File: src/hdl/ihb_pkg.sv
package ihb_pkg;

   localparam int WORD_W    = 32;
   localparam int IDX_W     = 31;
   localparam int ROT_LEFT  = 5;
   localparam int DIV_CNT_W = $clog2(WORD_W + 1);

   localparam logic [IDX_W-1:0] TABLE_RESET = IDX_W'(1024);

   localparam logic [WORD_W-1:0] MIX_C0 = 32'h7ed55d16;
   localparam logic [WORD_W-1:0] MIX_C1 = 32'hc761c23c;
   localparam logic [WORD_W-1:0] MIX_C2 = 32'h165667b1;
   localparam logic [WORD_W-1:0] MIX_C3 = 32'hd3a2646c;
   localparam logic [WORD_W-1:0] MIX_C4 = 32'hfd7046c5;
   localparam logic [WORD_W-1:0] MIX_C5 = 32'hb55a4f09;

   typedef enum logic [2:0] {
      STEP_ADD12,
      STEP_XOR19,
      STEP_ADD5,
      STEP_XADD9,
      STEP_ADD3,
      STEP_XOR16
   } mix_step_type;

   typedef struct packed {
      logic start;
      logic take;
   } div_ctl_type;

   typedef struct packed {
      logic busy;
      logic valid;
   } div_stat_type;

   function automatic logic [WORD_W-1:0] mix_step(input mix_step_type step,
                                                  input logic [WORD_W-1:0] v);
      logic [WORD_W-1:0] r;
      case (step)
         STEP_ADD12: r = (v + MIX_C0) + (v << 12);
         STEP_XOR19: r = (v ^ MIX_C1) ^ (v >> 19);
         STEP_ADD5:  r = (v + MIX_C2) + (v << 5);
         STEP_XADD9: r = (v + MIX_C3) ^ (v << 9);
         STEP_ADD3:  r = (v + MIX_C4) + (v << 3);
         STEP_XOR16: r = (v ^ MIX_C5) ^ (v >> 16);
         default:    r = v;
      endcase
      return r;
   endfunction

   function automatic logic [WORD_W-1:0] rot_left(input logic [WORD_W-1:0] v);
      return (v << ROT_LEFT) | (v >> (WORD_W - ROT_LEFT));
   endfunction

endpackage

File: src/hdl/ihb_if.sv
interface ihb_req_if;
   logic                       valid;
   logic                       ready;
   logic [ihb_pkg::WORD_W-1:0] key_word;
   logic                       last_word;

   modport source(output valid, output key_word, output last_word, input ready);
   modport sink(input valid, input key_word, input last_word, output ready);
endinterface

interface ihb_rsp_if;
   logic                      valid;
   logic                      ready;
   logic [ihb_pkg::IDX_W-1:0] bucket_index;

   modport source(output valid, output bucket_index, input ready);
   modport sink(input valid, input bucket_index, output ready);
endinterface

File: src/hdl/ihb_mixer.sv
module ihb_mixer (
   input  logic                       clock,
   input  logic                       reset,
   input  logic                       start,
   input  logic [ihb_pkg::WORD_W-1:0] word,
   output logic                       done,
   output logic [ihb_pkg::WORD_W-1:0] mixed
);

   logic                       busy_ff;
   logic                       done_ff;
   ihb_pkg::mix_step_type      step_ff;
   logic [ihb_pkg::WORD_W-1:0] v_ff;
   logic [ihb_pkg::WORD_W-1:0] v_in;

   assign v_in = ihb_pkg::mix_step(step_ff, v_ff);

   always_ff @(posedge clock) begin
      if (reset) begin
         busy_ff <= 1'b0;
         done_ff <= 1'b0;
         step_ff <= ihb_pkg::STEP_ADD12;
      end else begin
         if (start) begin
            busy_ff <= 1'b1;
            done_ff <= 1'b0;
            step_ff <= ihb_pkg::STEP_ADD12;
         end else if (busy_ff) begin
            if (step_ff == ihb_pkg::STEP_XOR16) begin
               busy_ff <= 1'b0;
               done_ff <= 1'b1;
            end else begin
               done_ff <= 1'b0;
               step_ff <= ihb_pkg::mix_step_type'(step_ff + 3'd1);
            end
         end else begin
            done_ff <= 1'b0;
         end
      end
   end

   // one mix step per cycle
   always_ff @(posedge clock) begin
      if (start) begin
         v_ff <= word;
      end else if (busy_ff) begin
         v_ff <= v_in;
      end
   end

   assign done  = done_ff;
   assign mixed = v_ff;

endmodule

File: src/hdl/ihb_divider.sv
module ihb_divider (
   input  logic                       clock,
   input  logic                       reset,
   input  ihb_pkg::div_ctl_type       ctl,
   input  logic [ihb_pkg::WORD_W-1:0] dividend,
   input  logic [ihb_pkg::IDX_W-1:0]  divisor,
   output ihb_pkg::div_stat_type      stat,
   output logic [ihb_pkg::IDX_W-1:0]  remainder
);

   logic                          busy_ff;
   logic                          valid_ff;
   logic [ihb_pkg::DIV_CNT_W-1:0] count_ff;
   logic [ihb_pkg::WORD_W-1:0]    shift_ff;
   logic [ihb_pkg::IDX_W-1:0]     rem_ff;
   logic [ihb_pkg::IDX_W-1:0]     rem_in;
   logic [ihb_pkg::IDX_W-1:0]     divisor_ff;
   logic                          zero_ff;
   logic [ihb_pkg::IDX_W:0]       trial;

   // bring in the next dividend bit, subtract when it fits
   always_comb begin
      trial = {rem_ff, shift_ff[ihb_pkg::WORD_W-1]};
      if (trial >= {1'b0, divisor_ff}) begin
         rem_in = ihb_pkg::IDX_W'(trial - {1'b0, divisor_ff});
      end else begin
         rem_in = trial[ihb_pkg::IDX_W-1:0];
      end
   end

   always_ff @(posedge clock) begin
      if (reset) begin
         busy_ff  <= 1'b0;
         valid_ff <= 1'b0;
         count_ff <= '0;
      end else begin
         if (ctl.take) begin
            valid_ff <= 1'b0;
         end
         if (ctl.start) begin
            busy_ff  <= 1'b1;
            valid_ff <= 1'b0;
            count_ff <= ihb_pkg::DIV_CNT_W'(ihb_pkg::WORD_W);
         end else if (busy_ff) begin
            count_ff <= count_ff - 1'b1;
            if (count_ff == ihb_pkg::DIV_CNT_W'(1)) begin
               busy_ff  <= 1'b0;
               valid_ff <= 1'b1;
            end
         end
      end
   end

   always_ff @(posedge clock) begin
      if (ctl.start) begin
         shift_ff   <= dividend;
         rem_ff     <= '0;
         divisor_ff <= divisor;
         zero_ff    <= (divisor == '0);
      end else if (busy_ff) begin
         shift_ff <= shift_ff << 1;
         rem_ff   <= rem_in;
      end
   end

   assign stat.busy  = busy_ff;
   assign stat.valid = valid_ff;
   assign remainder  = zero_ff ? '0 : rem_ff;

endmodule

File: src/hdl/int_array_hash_bucket_top.sv
// Bucket index hash over keys made of 32-bit words.
// req_ch carries one key word per item with last_word set on the final word
// of a key; rsp_ch returns one bucket_index item per key. csr_we/csr_wdata
// write the table size (bucket count); the user must write it only while
// the block is idle, the block itself does not enforce this. Each word runs
// through a six-step mix sequencer, one step per cycle, and is folded into
// the running hash: a word without last_word frees the input once its mix
// is done. On the last word the hash is reduced by a bit-serial remainder
// unit, one dividend bit per cycle; the input is free again in the same
// cycle as the result is registered. A table size of zero gives bucket 0.
// The result sits in an output register; the block accepts the next key's
// words while it waits. If the receiver still stalls when the next key's
// remainder is done, that remainder is held in the divider until the
// output register drains.
// Reset clears the running hash, empties the output and sets the table
// size to 1024.
module int_array_hash_bucket_top (
   input  logic                      clock,
   input  logic                      reset,
   ihb_req_if.sink                   req_ch,
   ihb_rsp_if.source                 rsp_ch,
   input  logic                      csr_we,
   input  logic [ihb_pkg::IDX_W-1:0] csr_wdata
);

   typedef enum logic [1:0] {
      ST_IDLE,
      ST_MIX,
      ST_DIV
   } state_type;

   state_type                  state_ff;
   logic [ihb_pkg::WORD_W-1:0] hash_ff;
   logic [ihb_pkg::WORD_W-1:0] hash_in;
   logic                       last_ff;
   logic [ihb_pkg::IDX_W-1:0]  table_size_ff;
   logic                       rsp_valid_ff;
   logic [ihb_pkg::IDX_W-1:0]  rsp_index_ff;

   logic                       accept;
   logic                       mix_done;
   logic [ihb_pkg::WORD_W-1:0] mixed;
   ihb_pkg::div_ctl_type       div_ctl;
   ihb_pkg::div_stat_type      div_stat;
   logic [ihb_pkg::IDX_W-1:0]  div_rem;
   logic                       out_free;

   assign req_ch.ready = (state_ff == ST_IDLE);
   assign accept       = req_ch.valid && req_ch.ready;
   assign hash_in      = ihb_pkg::rot_left(hash_ff) ^ mixed;
   assign out_free     = !rsp_valid_ff || rsp_ch.ready;

   assign div_ctl.start = (state_ff == ST_MIX) && mix_done && last_ff;
   assign div_ctl.take  = (state_ff == ST_DIV) && div_stat.valid && out_free;

   ihb_mixer u_mixer (
      .clock (clock),
      .reset (reset),
      .start (accept),
      .word  (req_ch.key_word),
      .done  (mix_done),
      .mixed (mixed)
   );

   ihb_divider u_divider (
      .clock     (clock),
      .reset     (reset),
      .ctl       (div_ctl),
      .dividend  (hash_in),
      .divisor   (table_size_ff),
      .stat      (div_stat),
      .remainder (div_rem)
   );

   always_ff @(posedge clock) begin
      if (reset) begin
         state_ff      <= ST_IDLE;
         hash_ff       <= '0;
         last_ff       <= 1'b0;
         table_size_ff <= ihb_pkg::TABLE_RESET;
         rsp_valid_ff  <= 1'b0;
      end else begin
         if (csr_we) begin
            table_size_ff <= csr_wdata;
         end
         // move the remainder out once the output register is free
         if (div_ctl.take) begin
            rsp_valid_ff <= 1'b1;
         end else if (rsp_ch.ready) begin
            rsp_valid_ff <= 1'b0;
         end
         case (state_ff)
            ST_IDLE: begin
               if (accept) begin
                  last_ff  <= req_ch.last_word;
                  state_ff <= ST_MIX;
               end
            end
            ST_MIX: begin
               if (mix_done) begin
                  if (last_ff) begin
                     hash_ff  <= '0;
                     state_ff <= ST_DIV;
                  end else begin
                     hash_ff  <= hash_in;
                     state_ff <= ST_IDLE;
                  end
               end
            end
            ST_DIV: begin
               if (div_ctl.take) begin
                  state_ff <= ST_IDLE;
               end
            end
            default: begin
               state_ff <= ST_IDLE;
            end
         endcase
      end
   end

   always_ff @(posedge clock) begin
      if (div_ctl.take) begin
         rsp_index_ff <= div_rem;
      end
   end

   assign rsp_ch.valid        = rsp_valid_ff;
   assign rsp_ch.bucket_index = rsp_index_ff;

endmodule
File: src/flat_wrapper.sv
// flat-port wrapper written by rule: the top's interface ports become plain ports
module int_array_hash_bucket_top_flat 
  (clock, reset, csr_we, csr_wdata, req_ch_valid, req_ch_key_word, req_ch_last_word, req_ch_ready, rsp_ch_valid, rsp_ch_bucket_index, rsp_ch_ready);
  ihb_req_if req_ch_i ();
  ihb_rsp_if rsp_ch_i ();
  input  logic clock;
  input  logic reset;
  input  logic csr_we;
  input  logic [ihb_pkg::IDX_W-1:0] csr_wdata;
  input wire logic [$bits(req_ch_i.valid)-1:0] req_ch_valid;
  input wire logic [$bits(req_ch_i.key_word)-1:0] req_ch_key_word;
  input wire logic [$bits(req_ch_i.last_word)-1:0] req_ch_last_word;
  output wire logic [$bits(req_ch_i.ready)-1:0] req_ch_ready;
  output wire logic [$bits(rsp_ch_i.valid)-1:0] rsp_ch_valid;
  output wire logic [$bits(rsp_ch_i.bucket_index)-1:0] rsp_ch_bucket_index;
  input wire logic [$bits(rsp_ch_i.ready)-1:0] rsp_ch_ready;
  assign req_ch_i.valid = req_ch_valid;
  assign req_ch_i.key_word = req_ch_key_word;
  assign req_ch_i.last_word = req_ch_last_word;
  assign req_ch_ready = req_ch_i.ready;
  assign rsp_ch_valid = rsp_ch_i.valid;
  assign rsp_ch_bucket_index = rsp_ch_i.bucket_index;
  assign rsp_ch_i.ready = rsp_ch_ready;
  int_array_hash_bucket_top u_core (.clock(clock), .reset(reset), .req_ch(req_ch_i), .rsp_ch(rsp_ch_i), .csr_we(csr_we), .csr_wdata(csr_wdata));
endmodule
File: config.mk
export PLATFORM = sky130hd
export DESIGN_NAME = int_array_hash_bucket_top_flat
export DESIGN_NICKNAME = d
export VERILOG_FILES = /design/src/hdl/ihb_pkg.sv /design/src/hdl/ihb_if.sv /design/src/hdl/ihb_mixer.sv /design/src/hdl/ihb_divider.sv /design/src/hdl/int_array_hash_bucket_top.sv /design/src/flat_wrapper.sv
export SDC_FILE = /design/constraint.sdc
export NUM_CORES = 1
export LEC_CHECK = 0
export BUFFER_PORTS_ARGS = -buffer_cell sky130_fd_sc_hd__buf_2
export CORE_MARGIN = 1
export CORE_UTILIZATION = 63
export DETAILED_ROUTE_END_ITERATION = 8
export GPL_TIMING_DRIVEN = 0
export HOLD_SLACK_MARGIN = 0.02
export PLACE_DENSITY = 0.85
export SLEW_MARGIN = 20
export SYNTH_ARGS = -nofsm -noshare
export SYNTH_HDL_FRONTEND = slang
export SYNTH_SLANG_ARGS = --single-unit
File: constraint.sdc
create_clock -name clock -period 3.85 [get_ports clock]
set_input_delay 1.155 -clock clock [delete_from_list [all_inputs] [get_ports clock]]
set_output_delay 1.155 -clock clock [all_outputs]
set_load 0.005 [all_outputs]
* Yosys cells after proc, flatten, opt, wreduce, memory -nomap -nowiden
Cells that the tools add are included.
Cells by class: add/subtract/negate cells 10, order comparisons 1, eq/ne operators 11, muxes and demuxes 26, bitwise logic cells 9, reductions and logical operators 22
Operators with widths (number):
- 32-bit case mux with 6 select lines | 1
- 32-bit two-way mux | 5
- 32-bit adder | 3
- 32-bit adder (second input constant) | 2
- 32-bit bitwise XOR | 2
- 32-bit by 29-bit adder with 32-bit output (second input constant) | 1
- 32-bit by 31-bit adder with 32-bit output (second input constant) | 1
- 32-bit by 31-bit >= comparator with 1-bit output | 1
- 32-bit by 5-bit bitwise OR with 32-bit output | 1
- 32-bit by 13-bit bitwise XOR with 32-bit output | 1
- 32-bit by 16-bit bitwise XOR with 32-bit output | 1
- 31-bit logical NOT | 1
- 31-bit two-way mux | 1
- 31-bit subtractor | 1
- 16-bit NOT | 1
- 15-bit NOT | 1
- 1-bit two-way mux | 12
- 6-bit two-way mux | 2
- 2-bit two-way mux | 4
- 2-bit AND reduction | 4
- 7-bit nonzero test | 1
- 3-bit by 2-bit equality test with 1-bit output (second input constant) | 2
- 3-bit equality test (second input constant) | 2
- 6-bit by 1-bit equality test with 1-bit output (second input constant) | 1
- 18 further kinds | 27
Word-level totals: register bits 238, input bits 69, output and inout bits 33, word-level logic and storage cells 97

* Depth between registers and ports, before layout
depth in word-level cells 6, depth in mapped cells 15, gate-level depth less buffers 13

* Hierarchy
A second synthesis with hierarchy kept.
Unflattened totals: cells, all modules 2174, area, all modules 19322.3 um^2
Modules (own cells, without submodules):
- ihb_mixer | times used 1, cells an instance 1301, area an instance 9684.3 um^2, sequential area each 1061.0 um^2
- ihb_divider | times used 1, cells an instance 611, area an instance 6094.6 um^2, sequential area each 2702.6 um^2
- int_array_hash_bucket_top | times used 1, cells an instance 262, area an instance 3543.4 um^2, sequential area each 2272.2 um^2

* Least setup slack after synthesis
No wires, ideal clock.
path kind reg-to-reg, from register u_core.u_mixer.v_ff, in the netlist u_core.u_mixer.mixed[14], to register u_core.u_mixer.v_ff, in the netlist u_core.u_mixer.mixed[31], data pin, library setup time 258 ps, arrival time 3225 ps, data required time 3592 ps, slack 367 ps, stages on the path, launching flop included 16, path buffers 2, period minus slack after synthesis 3483 ps, cells stage by stage edfxtp_1 -> clkbuf_1 -> inv_1 -> ha_1 -> inv_1 -> ha_1 -> clkbuf_1 -> a21o_1 -> a21o_1 -> a211oi_1 -> o311ai_2 -> a31o_4 -> a31oi_4 -> mux2i_1 -> nand4_1 -> o221a_2
On the way: longest elaborated chain between the ends 5, elaborated cells on any way between the ends 11, those cells by class add/sub: 7; mux: 3; bitwise: 1
RTL lines:
- start: declaration | RTL line ihb_mixer.sv:13 | logic [ihb_pkg::WORD_W-1:0] v_ff;
- start signal: assignment | RTL line ihb_mixer.sv:45 | v_ff <= word;
- start signal: assignment | RTL line ihb_mixer.sv:47 | v_ff <= v_in;
- 32-bit adder (tied with other cells) (2 in series) | RTL line ihb_pkg.sv:44 | STEP_ADD3: r = (v + MIX_C4) + (v << 3);
- 32-bit case mux with 6 select lines * | RTL line ihb_pkg.sv:39 | case (step)
- 32-bit two-way mux * | RTL line ihb_mixer.sv:46 | end else if (busy_ff) begin
- 32-bit two-way mux * | RTL line ihb_mixer.sv:44 | if (start) begin
Every way passes the cells marked *; elsewhere a longest branch is shown, timed or not. The select of a mux whose other input is x is not followed. A chain may end at the register's enable or synchronous reset.

* Final worst setup path
from register u_core.u_mixer.v_ff, in the netlist u_core.u_mixer.mixed[6], to register u_core.u_mixer.v_ff, in the netlist u_core.u_mixer.mixed[13], data pin
Same word-level chain as after synthesis.

==> metrics.txt <==
worst hold path type reg2reg; Reg2Reg Depth 14; synthesized net count 2457; Worst R2R End u_core.u_mixer.mixed[13]; non-filler cells, final 2768; Avg Cell Area, Syn 8.556 sq um; Synth Warn # 0; max-slew violation count 0; site row count 62; Hold Path End u_core.u_divider.divisor_ff[22]; post-synthesis adder-cell area fraction 13.74%; # setup viols final 0; Critical Path Source Type flip-flop; Post-CTS Hold Buffers 0; XOR/XNOR Fraction of Synth Area 8.905%; post-synthesis sequential area ratio 32.30%; main combinational cell family by area after synthesis compound AO/OA/AOI/OAI gates; source of the worst hold timing path u_core.table_size_ff[22]; layout cell share with drive strength beyond 1 12.80%; leakage power 9.045 nW; r2r startpoint u_core.u_mixer.mixed[6]; # IOs 102; Worst setup startpoint u_core.u_mixer.mixed[6]; DP HPWL 48480 um; clk buf depth 3; Max-Slew Margin vs Limit 16.13%; Tot Pwr 20.14 mW; Simple-Gate Fraction of Synth Area 15.48%; MaxCap Viol Count 0; vias in the first global route 17650; clock skew 0.01552 ns; Synth Instances 2184; Congestion Overflow GR 0; dpl cells 2669; critical path class reg2reg; Detailed Routing Iterations Pass 1 7; most common cell after layout, fill and taps aside ha_1; initial antenna violation count 2; number of distinct library cells after synthesis 83; drt drc 0; Total GRT Usage 42.91%; Worst setup EP type flip-flop; Top FF cell, synth edfxtp_1; CTS tree yes; CP Data Required Time 4.15 ns; clock-pin transition on the worst setup and hold timing paths 0.07 ns; Die H 174.2 um; CTS Buf Count 26; multiplexer area fraction after synthesis 3.401%; Max VDD drop 0.7948 mV; Compound-Gate Fraction of Synth Area 20.17%; Post-synth ARST share 0%; Final nets 2635; # port buffers 100; first-pass GRT wire length 99910 um; H-tree depth 1; period utilization 99.70%; Post-DP Area 19690 sq um; RD Place Congestion 1.021; Post-Route WL 66460 um; Final min period 3.839 ns; CP Data Arrival Time 4.14 ns; FF+latch count, synth 238; leading cell types in the layout, fill and taps excluded ha_1 (198), nor2_1 (188), a21oi_1 (163), nand2_1 (162), inv_1 (162); Final Hold Fails 0; Antenna Nets Post-Route 0; core area 28940 sq um; initial drt markers 2643; Post-synth EDFFs 127; WL per Instance 24.01 um; reg2reg setup slack 0.01 ns; CTS Sinks 238; Starting Density 64.58%; status finished, final reports clean; die width 174.2 um; worst-path fanout max 10; PwrDens 940.6 nW/um^2; Area Growth Syn to Fin 14.60%; insertion delay to the later sink of the worst-skew pair 0.55 ns; Die ar. 30350 sq um; Root Buffer clkbuf_16; mapped cell area 18690 sq um; Worst-Margin Slew 1.252 ns; DR vias 18370; via/cell ratio 6.637; largest net degree at the start of global routing 36; final instance area 21420 sq um; Hold Crit Depth 0; Fmax achieved 260.5 MHz
-- state kept, by name, indices dropped and copies added (netlist names) --
register,cells
u_core.rsp_ch.bucket_index,31
u_core.u_divider.busy_ff,1
u_core.u_mixer.mixed,32
u_core.u_mixer.step_ff,3
u_core.table_size_ff,31
u_core.hash_ff,32
u_core.u_divider.divisor_ff,31
u_core.u_divider.count_ff,6
u_core.u_divider.zero_ff,1
u_core.last_ff,1
u_core.u_divider.rem_ff,31
u_core.u_mixer.done,1
u_core.u_divider.valid_ff,1
u_core.u_mixer.busy_ff,1
u_core.rsp_ch.valid,1
u_core.state_ff,2
u_core.u_divider.shift_ff,32
-- synth_stat cells, types with 10 or more instances --
cell      number  share of area, %
nand3_1       42               1.1
a21oi_1      169               4.5
a211oi_1      20              0.80
nor3_1        55               1.5
ha_1         202                14
xnor2_1      136               6.4
nand4_1       17              0.57
nand2_1      163               3.3
and2_1        20              0.67
xor2_1        54               2.5
mux2i_1       59               3.2
nand2b_1      16              0.54
nor4_1        10              0.33
nor2_1       189               3.8
o211ai_1      15              0.60
edfxtp_1     127                20
clkbuf_1      92               1.8
o21a_1        22              0.88
buf_2         11              0.29
nor2b_1       45               1.5
and3_1        20              0.67
inv_1        177               3.6
o21ai_0      150               4.0
dfxtp_1      111                12
a221oi_1      22               1.0
o22ai_1       17              0.57
a21o_1        42               1.7
o21bai_1      10              0.40
a31oi_1       20              0.67
-- per-layer routing --
| metal | part of all wire, % | GRT usage [%] |
|---|---|---|
| met5 | 0 | 0 |
| met2 | 44 | 69.06 |
| met3 | 12 | 10.94 |
| met1 | 36 | 50.99 |
| met4 | 7.5 | 27.45 |
-- critical path, stage by stage, from the launching register on --
cell and delay (ns):
edfxtp_1 0.40, buf_6 0.20, clkinvlp_4 0.22, ha_1 0.34, inv_1 0.04, ha_1 0.36, a21o_1 0.22, nor3_2 0.28
a21oi_1 0.19, a41oi_1 0.39, xnor2_1 0.11, a221oi_1 0.40, o21ai_0 0.15, a21oi_1 0.22, nor2_1 0.07
-- power by group --
| group | internal [mW] | switching, mW |
|---|---|---|
| clock | 1.53 | 1.11 |
| combinational | 5.67 | 8.53 |
| sequential | 2.98 | 0.325 |
| total | 10.2 | 9.97 |
-- what timing repair did --
item	CTS	global route
setup endpoints to repair	21	14
resized for setup	57	55
setup buffers	24	29
cloned	0	0
pin swaps	5	13
hold endpoints to repair	0	0
-- layout make-up --
class                           count  area (sq um)
Sequential cell                   238          6036
Antenna cell                        2         5.005
Timing Repair Buffer              154         947.2
Inverter                          177         709.4
Fill cell                        2121          7520
Clock inverter                     17         183.9
Tap cell                          384         480.5
Clock buffer                       31         710.7
Buffer                            110         534.3
Multi-Input combinational cell   1655         11810
-- how the worst max path moves through the flow --
stage | to | slack (ns) | cells past startpoint
finish | u_core.u_mixer.mixed[13] | 0.01 | 14
global route | u_core.u_mixer.mixed[24] | -0.01 | 16
CTS | u_core.u_mixer.mixed[31] | 0.002 | 11
detailed placement | u_core.u_mixer.mixed[29] | -0.74 | 14
global placement | u_core.u_mixer.mixed[29] | -0.77 | 14
floorplan | u_core.u_mixer.mixed[31] | 0.37 | 15
-- cells by family after synthesis --
family,after synthesis
simple gates,614
compound gates,584
buf+inv,291
flops,238
fa+ha+maj,204
xor+xnor,190
mux,63
-- through the flow --
step | util, % | hold WS (ns) | worst slack [ns] | TNS, ns
2_1_floorplan | - | 0.4233 | 0.3668 | 0
3_3_place_gp | 67.97 | 0.4401 | -0.7694 | -8.484
3_5_place_dp | 68.04 | 0.4481 | -0.7447 | -8.940
4_1_cts | 72.46 | 0.4676 | 0.001829 | 0
5_1_grt | 74.00 | 0.4872 | -0.01215 | -0.02769
6_report | 74.01 | 0.4677 | 0.01149 | 0
(Power assumes the default switching activity.)
